**src/b2da_pkg.sv**
```systemverilog
`default_nettype none

package b2da_pkg;

   localparam int VALUE_W    = 32;
   localparam int DIGIT_W    = 4;
   localparam int NUM_DIGITS = 10;
   localparam int BCD_W      = NUM_DIGITS * DIGIT_W;
   localparam int CHAR_W     = 6;
   localparam int LEFT_W     = $clog2(NUM_DIGITS + 1);
   localparam int BITCNT_W   = $clog2(VALUE_W);

   localparam logic [CHAR_W-1:0]  ASCII_ZERO = CHAR_W'(48);
   localparam logic [DIGIT_W-1:0] DAB_LIMIT  = DIGIT_W'(5);
   localparam logic [DIGIT_W-1:0] DAB_ADJUST = DIGIT_W'(3);

   typedef enum logic [1:0] {
      DAB_IDLE,
      DAB_SHIFT,
      DAB_HOLD
   } dab_state_type;

   typedef enum logic [1:0] {
      EMT_IDLE,
      EMT_SKIP,
      EMT_SEND
   } emt_state_type;

   // handoff of one converted number from the converter to the emitter
   typedef struct packed {
      logic             valid;
      logic [BCD_W-1:0] digits;
   } bcd_xfer_type;

endpackage

`default_nettype wire

```
**src/b2da_dabble.sv**
```systemverilog
`default_nettype none

module b2da_dabble
   import b2da_pkg::*;
(
   input  wire logic               clock,
   input  wire logic               reset,
   input  wire logic               in_valid,
   output logic                    in_ready,
   input  wire logic [VALUE_W-1:0] in_value,
   output bcd_xfer_type            xfer,
   input  wire logic               xfer_ready
);

   dab_state_type         state_ff, state_in;
   logic [VALUE_W-1:0]    bin_ff, bin_in;
   logic [BCD_W-1:0]      bcd_ff, bcd_in;
   logic [BITCNT_W-1:0]   count_ff, count_in;
   logic [BCD_W-1:0]      adj;

   // add three to every digit of five or more before the shift
   always_comb begin
      for (int i = 0; i < NUM_DIGITS; i++) begin
         if (bcd_ff[i*DIGIT_W +: DIGIT_W] >= DAB_LIMIT) begin
            adj[i*DIGIT_W +: DIGIT_W] = bcd_ff[i*DIGIT_W +: DIGIT_W] + DAB_ADJUST;
         end else begin
            adj[i*DIGIT_W +: DIGIT_W] = bcd_ff[i*DIGIT_W +: DIGIT_W];
         end
      end
   end

   always_comb begin
      state_in = state_ff;
      unique case (state_ff)
         DAB_IDLE: begin
            if (in_valid) state_in = DAB_SHIFT;
         end
         DAB_SHIFT: begin
            if (count_ff == BITCNT_W'(VALUE_W - 1)) state_in = DAB_HOLD;
         end
         DAB_HOLD: begin
            if (xfer_ready) state_in = DAB_IDLE;
         end
         default: state_in = DAB_IDLE;
      endcase
   end

   always_comb begin
      bin_in   = bin_ff;
      bcd_in   = bcd_ff;
      count_in = count_ff;
      unique case (state_ff)
         DAB_IDLE: begin
            bin_in   = in_value;
            bcd_in   = '0;
            count_in = '0;
         end
         DAB_SHIFT: begin
            bcd_in   = {adj[BCD_W-2:0], bin_ff[VALUE_W-1]};
            bin_in   = {bin_ff[VALUE_W-2:0], 1'b0};
            count_in = count_ff + BITCNT_W'(1);
         end
         DAB_HOLD: begin
         end
         default: begin
         end
      endcase
   end

   always_comb begin
      in_ready    = (state_ff == DAB_IDLE);
      xfer.valid  = (state_ff == DAB_HOLD);
      xfer.digits = bcd_ff;
   end

   always_ff @(posedge clock) begin
      if (reset) begin
         state_ff <= DAB_IDLE;
      end else begin
         state_ff <= state_in;
      end
      bin_ff   <= bin_in;
      bcd_ff   <= bcd_in;
      count_ff <= count_in;
   end

endmodule

`default_nettype wire

```
**src/b2da_emit.sv**
```systemverilog
`default_nettype none

module b2da_emit
   import b2da_pkg::*;
(
   input  wire logic         clock,
   input  wire logic         reset,
   input  wire bcd_xfer_type xfer,
   output logic              xfer_ready,
   output logic              out_valid,
   input  wire logic         out_ready,
   output logic [CHAR_W-1:0] out_char,
   output logic              out_last
);

   emt_state_type       state_ff, state_in;
   logic [BCD_W-1:0]    digits_ff, digits_in;
   logic [LEFT_W-1:0]   left_ff, left_in;
   logic [DIGIT_W-1:0]  top;
   logic                final_digit;

   assign top         = digits_ff[BCD_W-1 -: DIGIT_W];
   assign final_digit = (left_ff == LEFT_W'(1));

   always_comb begin
      state_in = state_ff;
      unique case (state_ff)
         EMT_IDLE: begin
            if (xfer.valid) state_in = EMT_SKIP;
         end
         EMT_SKIP: begin
            if (top != '0 || final_digit) state_in = EMT_SEND;
         end
         EMT_SEND: begin
            if (out_ready && final_digit) state_in = EMT_IDLE;
         end
         default: state_in = EMT_IDLE;
      endcase
   end

   // one digit a cycle leaves the top of the shift register, except while a digit waits on out_ready
   always_comb begin
      digits_in = digits_ff;
      left_in   = left_ff;
      unique case (state_ff)
         EMT_IDLE: begin
            digits_in = xfer.digits;
            left_in   = LEFT_W'(NUM_DIGITS);
         end
         EMT_SKIP: begin
            if (top == '0 && !final_digit) begin
               digits_in = {digits_ff[BCD_W-DIGIT_W-1:0], {DIGIT_W{1'b0}}};
               left_in   = left_ff - LEFT_W'(1);
            end
         end
         EMT_SEND: begin
            if (out_ready && !final_digit) begin
               digits_in = {digits_ff[BCD_W-DIGIT_W-1:0], {DIGIT_W{1'b0}}};
               left_in   = left_ff - LEFT_W'(1);
            end
         end
         default: begin
         end
      endcase
   end

   always_comb begin
      xfer_ready = (state_ff == EMT_IDLE);
      out_valid  = (state_ff == EMT_SEND);
      out_char   = ASCII_ZERO + CHAR_W'(top);
      out_last   = final_digit;
   end

   always_ff @(posedge clock) begin
      if (reset) begin
         state_ff <= EMT_IDLE;
      end else begin
         state_ff <= state_in;
      end
      digits_ff <= digits_in;
      left_ff   <= left_in;
   end

endmodule

`default_nettype wire

```
**src/binary_to_decimal_ascii.sv**
```systemverilog
// converter: shift-add-3 steps, one input bit each, then a handoff that waits for the emitter
// emitter: skips up to 9 leading zeros, then sends one digit per cycle unless the result side stalls
// the bit-serial converter sets the item rate; the emitter finishes an item sooner than the
// converter converts one, so only result-side stalls can hold back the handoff
// reset: synchronous active-high reset returns both state machines to idle
`default_nettype none

module binary_to_decimal_ascii
   import b2da_pkg::*;
(
   input  wire logic        clock,
   input  wire logic        reset,
   // input item
   input  wire logic        req_tvalid,
   output logic             req_tready,
   input  wire logic [31:0] req_tdata,   // [31:0] value
   // result item, one per decimal digit
   output logic             rsp_tvalid,
   input  wire logic        rsp_tready,
   output logic [7:0]       rsp_tdata,   // [5:0] digit_char, [7:6] zero
   output logic             rsp_tlast    // last digit of the run
);

   bcd_xfer_type      xfer;
   logic              xfer_ready;
   logic [CHAR_W-1:0] char;

   // bit-serial binary to bcd conversion, one item at a time
   b2da_dabble u_dabble (
      .clock      (clock),
      .reset      (reset),
      .in_valid   (req_tvalid),
      .in_ready   (req_tready),
      .in_value   (req_tdata),
      .xfer       (xfer),
      .xfer_ready (xfer_ready)
   );

   // digit shift register: drops leading zeros, sends msd first
   // the converter takes the next item while this one is still sending
   b2da_emit u_emit (
      .clock      (clock),
      .reset      (reset),
      .xfer       (xfer),
      .xfer_ready (xfer_ready),
      .out_valid  (rsp_tvalid),
      .out_ready  (rsp_tready),
      .out_char   (char),
      .out_last   (rsp_tlast)
   );

   // pad the character to a whole byte
   assign rsp_tdata = {{(8 - CHAR_W){1'b0}}, char};

endmodule

`default_nettype wire

```
**config.mk**
```make
export PLATFORM = sky130hd
export DESIGN_NAME = binary_to_decimal_ascii
export DESIGN_NICKNAME = d
export VERILOG_FILES = /design/src/b2da_pkg.sv /design/src/b2da_dabble.sv /design/src/b2da_emit.sv /design/src/binary_to_decimal_ascii.sv
export SDC_FILE = /design/constraint.sdc
export NUM_CORES = 1
export LEC_CHECK = 0
export ABC_AREA = 1
export BUFFER_PORTS_ARGS = -buffer_cell sky130_fd_sc_hd__buf_2
export CORE_UTILIZATION = 55
export CTS_BUF_LIST = sky130_fd_sc_hd__clkbuf_4 sky130_fd_sc_hd__clkbuf_8
export CTS_CLUSTER_SIZE = 30
export DETAILED_ROUTE_END_ITERATION = 10
export PLACE_DENSITY = 0.72
export SYNTH_ARGS = -nofsm -noshare
export SYNTH_HDL_FRONTEND = slang
export SYNTH_SLANG_ARGS = --single-unit
export TNS_END_PERCENT = 10
```
**constraint.sdc**
```tcl
create_clock -name clock -period 5.25 [get_ports clock]
set_input_delay 0.525 -clock clock [delete_from_list [all_inputs] [get_ports clock]]
set_output_delay 0.525 -clock clock [all_outputs]
set_load 0.01 [all_outputs]
```
Word-level counts from Yosys, hierarchy flattened
Index checks and enable logic that the tools add are counted.
- bits in registers: 125
- bits of input ports: 36
- output and inout port bits: 11
- logic and storage cells: 85
- $add $sub $neg: 13
- $lt $le $gt $ge: 10
- equality and inequality tests: 14
- multiplexer cells: 27
- reduce and logical (&&, ||, !) cells: 14
- operators with widths (kind ; number):
    $pmux 40 s3 ; 1
    $mux 40 ; 2
    $pmux 40 s2 ; 1
    $pmux 32 s2 ; 1
    $mux 4 ; 11
    $ge 4x3->1 const B ; 10
    $add 4x2->4 const B ; 9
    $mux 2 ; 6
    $ne 2x1->1 const B ; 6
    $pmux 2 s3 ; 2
    $pmux 4 s3 ; 1
    $pmux 5 s2 ; 1
    $reduce_and 3->1 ; 3
    $add 5x5->6 const A ; 1
    $add 5x1->5 const B ; 1
    $eq 5x5->1 const B ; 1
    $eq 2x1->1 const B ; 2
    $eq 2x2->1 const B ; 2
    $eq 4x1->1 const B ; 1
    $logic_not 2->1 ; 2
    $logic_not 4->1 ; 1
    $ne 2x2->1 const B ; 2
    $reduce_bool 4->1 ; 1
    $sub 4x1->4 const B ; 1
    other kinds (7) ; 9

Depth between registers and ports, before layout
Gate-level depths: netlist (run 1).
- word-level depth: 5
- mapped depth: 8
- depth with buffers taken out: 8

Modules after synthesis
From an unflattened synthesis (run 1), not the netlist that was laid out.
- cells, all modules: 730
- area, all modules: 6500.0 um^2
- by module, submodules not included (module ; times used ; cells an instance ; area an instance (um^2) ; seq. area each (um^2)):
    b2da_dabble ; 1 ; 496 ; 4247.8 ; 2352.3
    b2da_emit ; 1 ; 231 ; 2233.4 ; 1361.3
    binary_to_decimal_ascii ; 1 ; 3 ; 18.8 ; 0.0

Worst setup path before layout (run 1)
OpenSTA, ideal clock, no wires.
- path kind: flip-flop to flip-flop
- from: register u_emit.left_ff[0]
- to: register u_emit.digits_ff[0], enable pin
- library setup time: 0.512 ns
- arrival time: 4.130 ns
- required time: 4.738 ns
- path slack: 0.608 ns
- cell stages (with the launch flop): 5
- path buffers: 0
- period minus slack after synthesis: 4.642 ns
- path through: edfxtp_1 -> ha_1 -> nand3_1 -> a21boi_0 -> a211oi_1
- cells in the longest elaborated chain, start to end: 5
- elaborated cells between the ends (all ways): 7
- those cells by class: eq/ne: 3; reduce/logical: 4
- ends and longest elaborated chain (what ; line ; source):
    start: declaration ; b2da_emit.sv:18 ; logic [LEFT_W-1:0] left_ff, left_in;
    start signal: assignment ; b2da_emit.sv:81 ; left_ff <= left_in;
    $eq 4x1->1 (*) ; b2da_emit.sv:23 ; assign final_digit = (left_ff == LEFT_W'(1));
    $logic_not 1->1 (*) ; b2da_emit.sv:51, b2da_emit.sv:57 ;
    $logic_and 1x1->1, on equally long branches ; b2da_emit.sv:51, b2da_emit.sv:57 ;
    $ne 2x1->1 (no source line) ; n/a ;
    $reduce_and 3->1 (no source line) (*) ; n/a ;
    end signal: assignment ; b2da_emit.sv:80 ; digits_ff <= digits_in;
    end: declaration ; b2da_emit.sv:17 ; logic [BCD_W-1:0] digits_ff, digits_in;
Every way passes the cells marked *; elsewhere a longest branch is shown, timed or not.
A chain may end at the register's enable or synchronous reset.

Final worst setup path (run 1)
- from: register u_emit.state_ff[0]
- to: register u_emit.digits_ff[10] (data pin)
- cells in the longest elaborated chain, start to end: 2
- elaborated cells between the ends (all ways): 4
- those cells by class: eq/ne: 2; mux: 1; reduce/logical: 1
- ends and longest elaborated chain (what ; line ; source):
    start: declaration ; b2da_emit.sv:16 ; emt_state_type state_ff, state_in;
    start signal: assignment ; b2da_emit.sv:78 ; state_ff <= state_in;
    $eq 2x2->1, or another cell as far along ; b2da_emit.sv:45 ; unique case (state_ff)
    $pmux 40 s3 (*) ; b2da_emit.sv:45 ;
    via u_emit.digits_in[10] ; b2da_emit.sv:17 ;
Mark *: on every way through the listed nets, which the timed path passes. The rest lies on a longest branch.

==> results of run 1 <==
routing by layer:
metal,track usage [%],vias to the layer above,share of wire (%)
met1,24.08,1848,47
met5,0,-,0
li1,-,2054,-
met3,4.559,4,3.7
met4,8.023,0,0.45
met2,32.53,89,49
cell usage in the layout, fill, tap and decap left out, drive strengths merged, types with 3 or more instances in the layout:
cell      synthesis  final
a211oi            5      5
a21oi            28     28
buf              19     45
clkbuf            9     17
clkinv            0      6
clkinvlp          0      3
conb              2      4
dfxtp             4      4
edfxtp          121    121
ha               28     28
inv              67     72
nand2           151    151
nand3             5      5
nand4             3      3
nor2             40     40
nor3              6      6
o211a             5      5
o21ai            86     86
xor2              5      5
state kept, by name, summed over array words and instances, names as in the netlist:
name	count
u_dabble.bcd_ff	40
u_dabble.count_ff	5
u_dabble.bin_ff	32
u_emit.left_ff	4
u_emit.state_ff	2
u_emit.digits_ff	40
u_dabble.state_ff	2
power by group:
part           internal, uW  switching (uW)  total [uW]  leakage [uW]
Clock                   380             404         783      0.000184
Sequential             1120            14.0        1140       0.00147
Combinational          39.2            87.4         127       0.00116
Total                  1540             505        2050       0.00281
path summary, 6_finish.rpt:
kind | start | to | depth (start not counted)
setup / recovery | u_emit.state_ff[0] | u_emit.digits_ff[10] | 3
hold / removal | reset | u_dabble.state_ff[1] | 2
setup reg to reg | u_emit.state_ff[0] | u_emit.digits_ff[10] | 3
hold reg to reg | u_emit.state_ff[1] | u_emit.state_ff[1] | 2
worst max-delay path: stages (launching register included):
cell and delay (ns):
dfxtp_1 0.37, inv_1 0.10, ha_2 1.11, o21ai_0 0.27
synth_stat cells (all sizes together):
master / number / area (um2)
nand3: 5 / 25.02
a21boi: 1 / 7.510
inv: 67 / 251.5
nor3: 6 / 30.03
a31oi: 1 / 6.260
a211oi: 5 / 37.54
clkbuf: 9 / 33.78
buf: 19 / 126.4
edfxtp: 121 / 3633
conb: 2 / 7.510
o21ai: 86 / 445.4
nand2: 151 / 566.8
o211a: 5 / 50.05
or2: 1 / 6.260
dfxtp: 4 / 80.08
ha: 28 / 350.3
xor2: 5 / 43.79
o31ai: 1 / 7.510
nor2: 40 / 157.6
xnor2: 1 / 8.760
nand4: 3 / 18.77
a21oi: 28 / 140.1
per-stage QoR:
stage	total power [uW]	hold WS (ns)	cell area, um2
6_report	2046	0.3142	6671
5_1_grt	2129	0.2823	6671
4_1_cts	2064	0.2801	6671
3_5_place_dp	1286	0.5107	6300
3_3_place_gp	1279	0.4864	6300
2_1_floorplan	1253	0.4680	6042
cells by family (layout without fill, tap and decap cells):
group / count (synthesis) / after routing / synth area share [%]
buf+inv: 95 / 144 / 6.821
other cells: 2 / 4 / 0.1245
simple gates: 206 / 206 / 13.33
flops: 125 / 125 / 61.54
xor+xnor: 6 / 6 / 0.8708
fa+ha+maj: 28 / 28 / 5.806
compound gates: 127 / 127 / 11.51
final cells by class:
type | count | area [um2]
fill | 857 | 3791
sequential | 125 | 3714
multi-input combinational | 371 | 1932
inverter | 67 | 251.5
clock buffer | 17 | 234.0
timing repair buffer | 45 | 232.7
tap | 136 | 170.2
clock inverter | 15 | 137.6
==> flow_summary.ini, run 1 <==
[status]
status = finished clean

[placed_design]
place_ws_ns = 3.082
gp_congestion = 0.7611
io_buffers = 42
dpl.hpwl_mm = 6.384
post-place-cells = 744

[global_route]
grt_max_degree = 80
grt_use_total_pct = 19.36
antenna_found_initial = 0
grt_pass1_wl_mm = 17.06
grt_pass1_vias = 3830
overflow = 0

[route]
vias = 3995
viasPerCell = 5.148
dr.first_iter.drc_count = 234
wl_per_cell_um = 13.15
drtPass1Iterations = 5
ant_nets = 0
drt_wl_total_mm = 10.21
drc = 0

[synth]
yosys_warnings = 0
ys_types = 28
synth_area_um2 = 6035
synthCells = 589
syn_avg_cell_area_um2 = 10.25
ys_ff_latch = 125
ys_seq_area_share_pct = 61.54

[floorplan]
die_y_um = 106.7
die_w_um = 106.7
initial_core_util_pct = 57.68
core-area_um2 = 10460
die-area_um2 = 11390
io_pins = 47
num_rows = 37

[sta]
max-slew-margin-rel_pct = 22.60
worst_pin_slew_ns = 1.161
hold_viol_final = 0
fin_skew_ns = 0.01069
fin_setup_tns_ns = 0
timing.fmax_ghz = 0.4606
rsz0062_at_grt = false
maxSlewViolCount = 0
finalCriticalPeriod_ns = 2.171
finalSetupViolations = 0
setup_ws_ns = 3.079
finalCritPeriodShare_pct = 41.35

[clock_tree]
ctsHtreeMaxLevel = 4
insertion_delay_ns = 0.43
cts_buffer_depth = 2
cts_resized = 0
cts_tree = done
cts_made_buffers = 17
post_cts_buffers = 0
ctsHoldBuffers = 0
root_buffer = clkbuf_8
clock-sinks = 125
clk_pin_slew_ns = 0.08

[pwr]
leakage_uw = 0.002813
vdd_drop_max_v = 0.0001939
powerDensity_nw_per_um2 = 306.7

[worst_setup_path]
reg2reg_slack_ns = 3.08
worst_setup_path_start_kind = register
required_ns = 5.37
critPathMaxFanout = 79
worstSetupEndpointType = register
critical_path_arrival_ns = 2.30
crit_type = register to register

[worst_hold_path]
hold_class = primary input to register

[cells_and_area]
final_nets = 691
fin_cells = 776
fin_util_pct = 63.76
drive_gt1_share_pct = 13.59
diodes = 0
syn_to_final_growth_pct = 10.55

[run]
max-cap-violations = 0
(Power assumes the default switching activity.)
==> inputs of run 2 (changes only) <==
--- a/config.mk
+++ b/config.mk
@@ -5,7 +5,7 @@
 export SDC_FILE = /design/constraint.sdc
 export NUM_CORES = 1
 export LEC_CHECK = 0
-export ABC_AREA = 1
+export ABC_AREA = 0
 export BUFFER_PORTS_ARGS = -buffer_cell sky130_fd_sc_hd__buf_2
 export CORE_UTILIZATION = 55
 export CTS_BUF_LIST = sky130_fd_sc_hd__clkbuf_4 sky130_fd_sc_hd__clkbuf_8
==> constraint.sdc (replaced) <==
create_clock -name clock -period 2.1 [get_ports clock]
set_input_delay 0.21 -clock clock [delete_from_list [all_inputs] [get_ports clock]]
set_output_delay 0.21 -clock clock [all_outputs]
set_load 0.01 [all_outputs]
==> run 2 against run 1 <==
Effect of this change: critical path depth grew 2; global-route usage shrank 0.59 points; non-clock buffer count grew 5; final cell count shrank 7.2%; synthesized cell count shrank 11%; flip-flop and latch count is the same; first-iteration DRC count shrank 24%; worst setup slack lost 2.9 ns; highest routed layer unchanged.
==> flow_summary.ini, run 2 <==
[sta]
hold_viol_final = 0
rsz0062_at_grt = false
maxSlewViolCount = 0
finalSetupViolations = 0
fin_skew_ns = 0.01165
hold_ws_ns = 0.04353
finalCriticalPeriod_ns = 1.949
timing.fmax_ghz = 0.5132
finalCritPeriodShare_pct = 92.79
setup_ws_ns = 0.1514

[synth]
synth.top_cell.area_share_pct = 60.53
synthArstFlopShare_pct = 0
yosys_warnings = 0
synth_top_cell_by_area = edfxtp_1
synthCells = 526
synth_area_um2 = 6003
ys_ff_latch = 125
post-synth-top-count-cell = nand2_1
syn_avg_cell_area_um2 = 11.41
ys_seq_area_share_pct = 61.86
synth_edf_count = 121
ys.flop_type = edfxtp_1
yosys-top-cells-count = 136 x nand2_1, 121 x edfxtp_1, 28 x ha_1, 28 x inv_1, 28 x nor2_1
synth_area_leaders = edfxtp_1 61%, nand2_1 8.5%, ha_1 5.8%, mux2_2 3.4%, o21ai_0 2.3%
ys_types = 31

[route]
dr.first_iter.drc_count = 177
ant_nets = 0
drtPass1Iterations = 6
wl_per_cell_um = 13.78
drt_wl_total_mm = 9.918
drc = 0
vias = 3752
viasPerCell = 5.211

[global_route]
grt_pass1_wl_mm = 16.30
antenna_found_initial = 0
grt_max_degree = 78
grt_pass1_vias = 3604
overflow = 0
grt_use_total_pct = 18.77

[clock_tree]
root_buffer = clkbuf_8
clk_pin_slew_ns = 0.07
cts_buffer_depth = 2
clock-sinks = 125
cts_made_buffers = 17
insertion_delay_ns = 0.43
ctsHtreeMaxLevel = 4
cts_tree = done
cts_resized = 0

[worst_setup_path]
rr_worst_depth = 5
worst_setup_path_start_kind = register
critPathMaxFanout = 44
crit_type = register to register
worstSetupEndpointType = register
required_ns = 2.21
critical_path_arrival_ns = 2.06

[floorplan]
core-area_um2 = 10460
die_w_um = 106.5
die_y_um = 106.5
die-area_um2 = 11340
num_rows = 37
io_pins = 47
initial_core_util_pct = 57.38

[cells_and_area]
reg_top3 = u_dabble.bcd_ff x40, u_emit.digits_ff x40, u_dabble.bin_ff x32
multiInputGateArea_um2 = 2106
syn_to_final_growth_pct = 12.82
diodes = 0
drive_gt1_share_pct = 17.98
final_nets = 635
fillerInstances = 818
mostFrequentLayoutCell = nand2_1
final_cell_mix = 133 x nand2_1, 121 x edfxtp_1, 42 x buf_2, 28 x nor2_1
seq_area_um2 = 3714

[pwr]
powerDensity_nw_per_um2 = 777.5
leakage_uw = 0.002867
vdd_drop_max_v = 0.0004932
power_uw = 5266

[status]
status = finished clean

[worst_hold_path]
whs_path_depth = 3
hold_class = primary input to register

[placed_design]
place_ws_ns = 0.1619
io_buffers = 42
gp_congestion = 0.7900
dpl.hpwl_mm = 6.380

[run]
max-cap-violations = 0
## run 2: cell count changes in the layout (fill, tap and decap cells not counted), moves of 7 or more
cell	change
o21ai_0	-53
nand2b_1	+11
xnor2_1	+11
nor2_1	-11
nand2_1	-18
a21oi_1	-7
nor2b_1	+14
mux2_2	+18
inv_1	-37
## run 2: what timing repair did
action,CTS,global route
hold buffers,1,0
endpoints found under the setup margin,0,0
endpoints found under the hold margin,4,0
buffers inserted,0,0
## run 2: metal layers
| layer | up-vias | GRT usage [%] | part of all wire (%) |
|---|---|---|---|
| li1 | 1880 | - | - |
| met1 | 1815 | 22.89 | 45 |
| met2 | 48 | 31.40 | 51 |
| met3 | 9 | 6.009 | 3.3 |
| met4 | 0 | 6.556 | 1.3 |
| met5 | - | 0 | 0 |
## run 2: logic make-up after synthesis
group | synth area share [%]
other | 0.1251
AO/OA/AOI/OAI | 6.461
adder cells (fa/ha/maj) | 5.836
multiplexers | 3.543
flip-flops | 61.86
buffers and inverters | 3.877
AND/OR/NAND/NOR | 14.94
XOR/XNOR | 3.356
## run 2: per-stage QoR
| step | TNS, ns | utilization (%) | cell area [um2] | cells |
|---|---|---|---|---|
| finish | 0 | 64.73 | 6773 | 720 |
| CTS | 0 | 64.73 | 6773 | 720 |
| detailed placement | 0 | 61.16 | 6399 | 687 |
| global route | 0 | 64.73 | 6773 | 720 |
| floorplan | -53.40 | - | 6051 | 528 |
| global placement | 0 | 61.16 | 6399 | 687 |
## run 2: worst max-delay path, cell delays in order, from the launching register on
cell and delay, ns:
edfxtp_1 0.44, ha_2 0.21, or3b_4 0.28, nand2_4 0.07, a221oi_4 0.34, buf_12 0.28
## run 2: area by class of cell
cell class | instances | share of cell area, %
sequential | 125 | 54.83
multi-input combinational | 349 | 31.09
timing repair buffer | 50 | 4.582
clock buffer | 21 | 3.898
tap | 136 | 2.512
inverter | 28 | 1.607
clock inverter | 11 | 1.478
## run 2: path summary, 6_finish.rpt
check                           slack (ns)                 from             endpoint
worst min-delay path                  0.04         req_tdata[2]   u_dabble.bin_ff[2]
worst max register to register        0.15    u_emit.left_ff[0]  u_emit.digits_ff[1]
worst min register to register        0.51  u_dabble.bin_ff[25]  u_dabble.bin_ff[26]
worst max-delay path                  0.15    u_emit.left_ff[0]  u_emit.digits_ff[1]
## run 2: power breakdown
part	internal, uW	switching [uW]
Sequential	2820	42.1
Combinational	183	269
Clock	1080	880
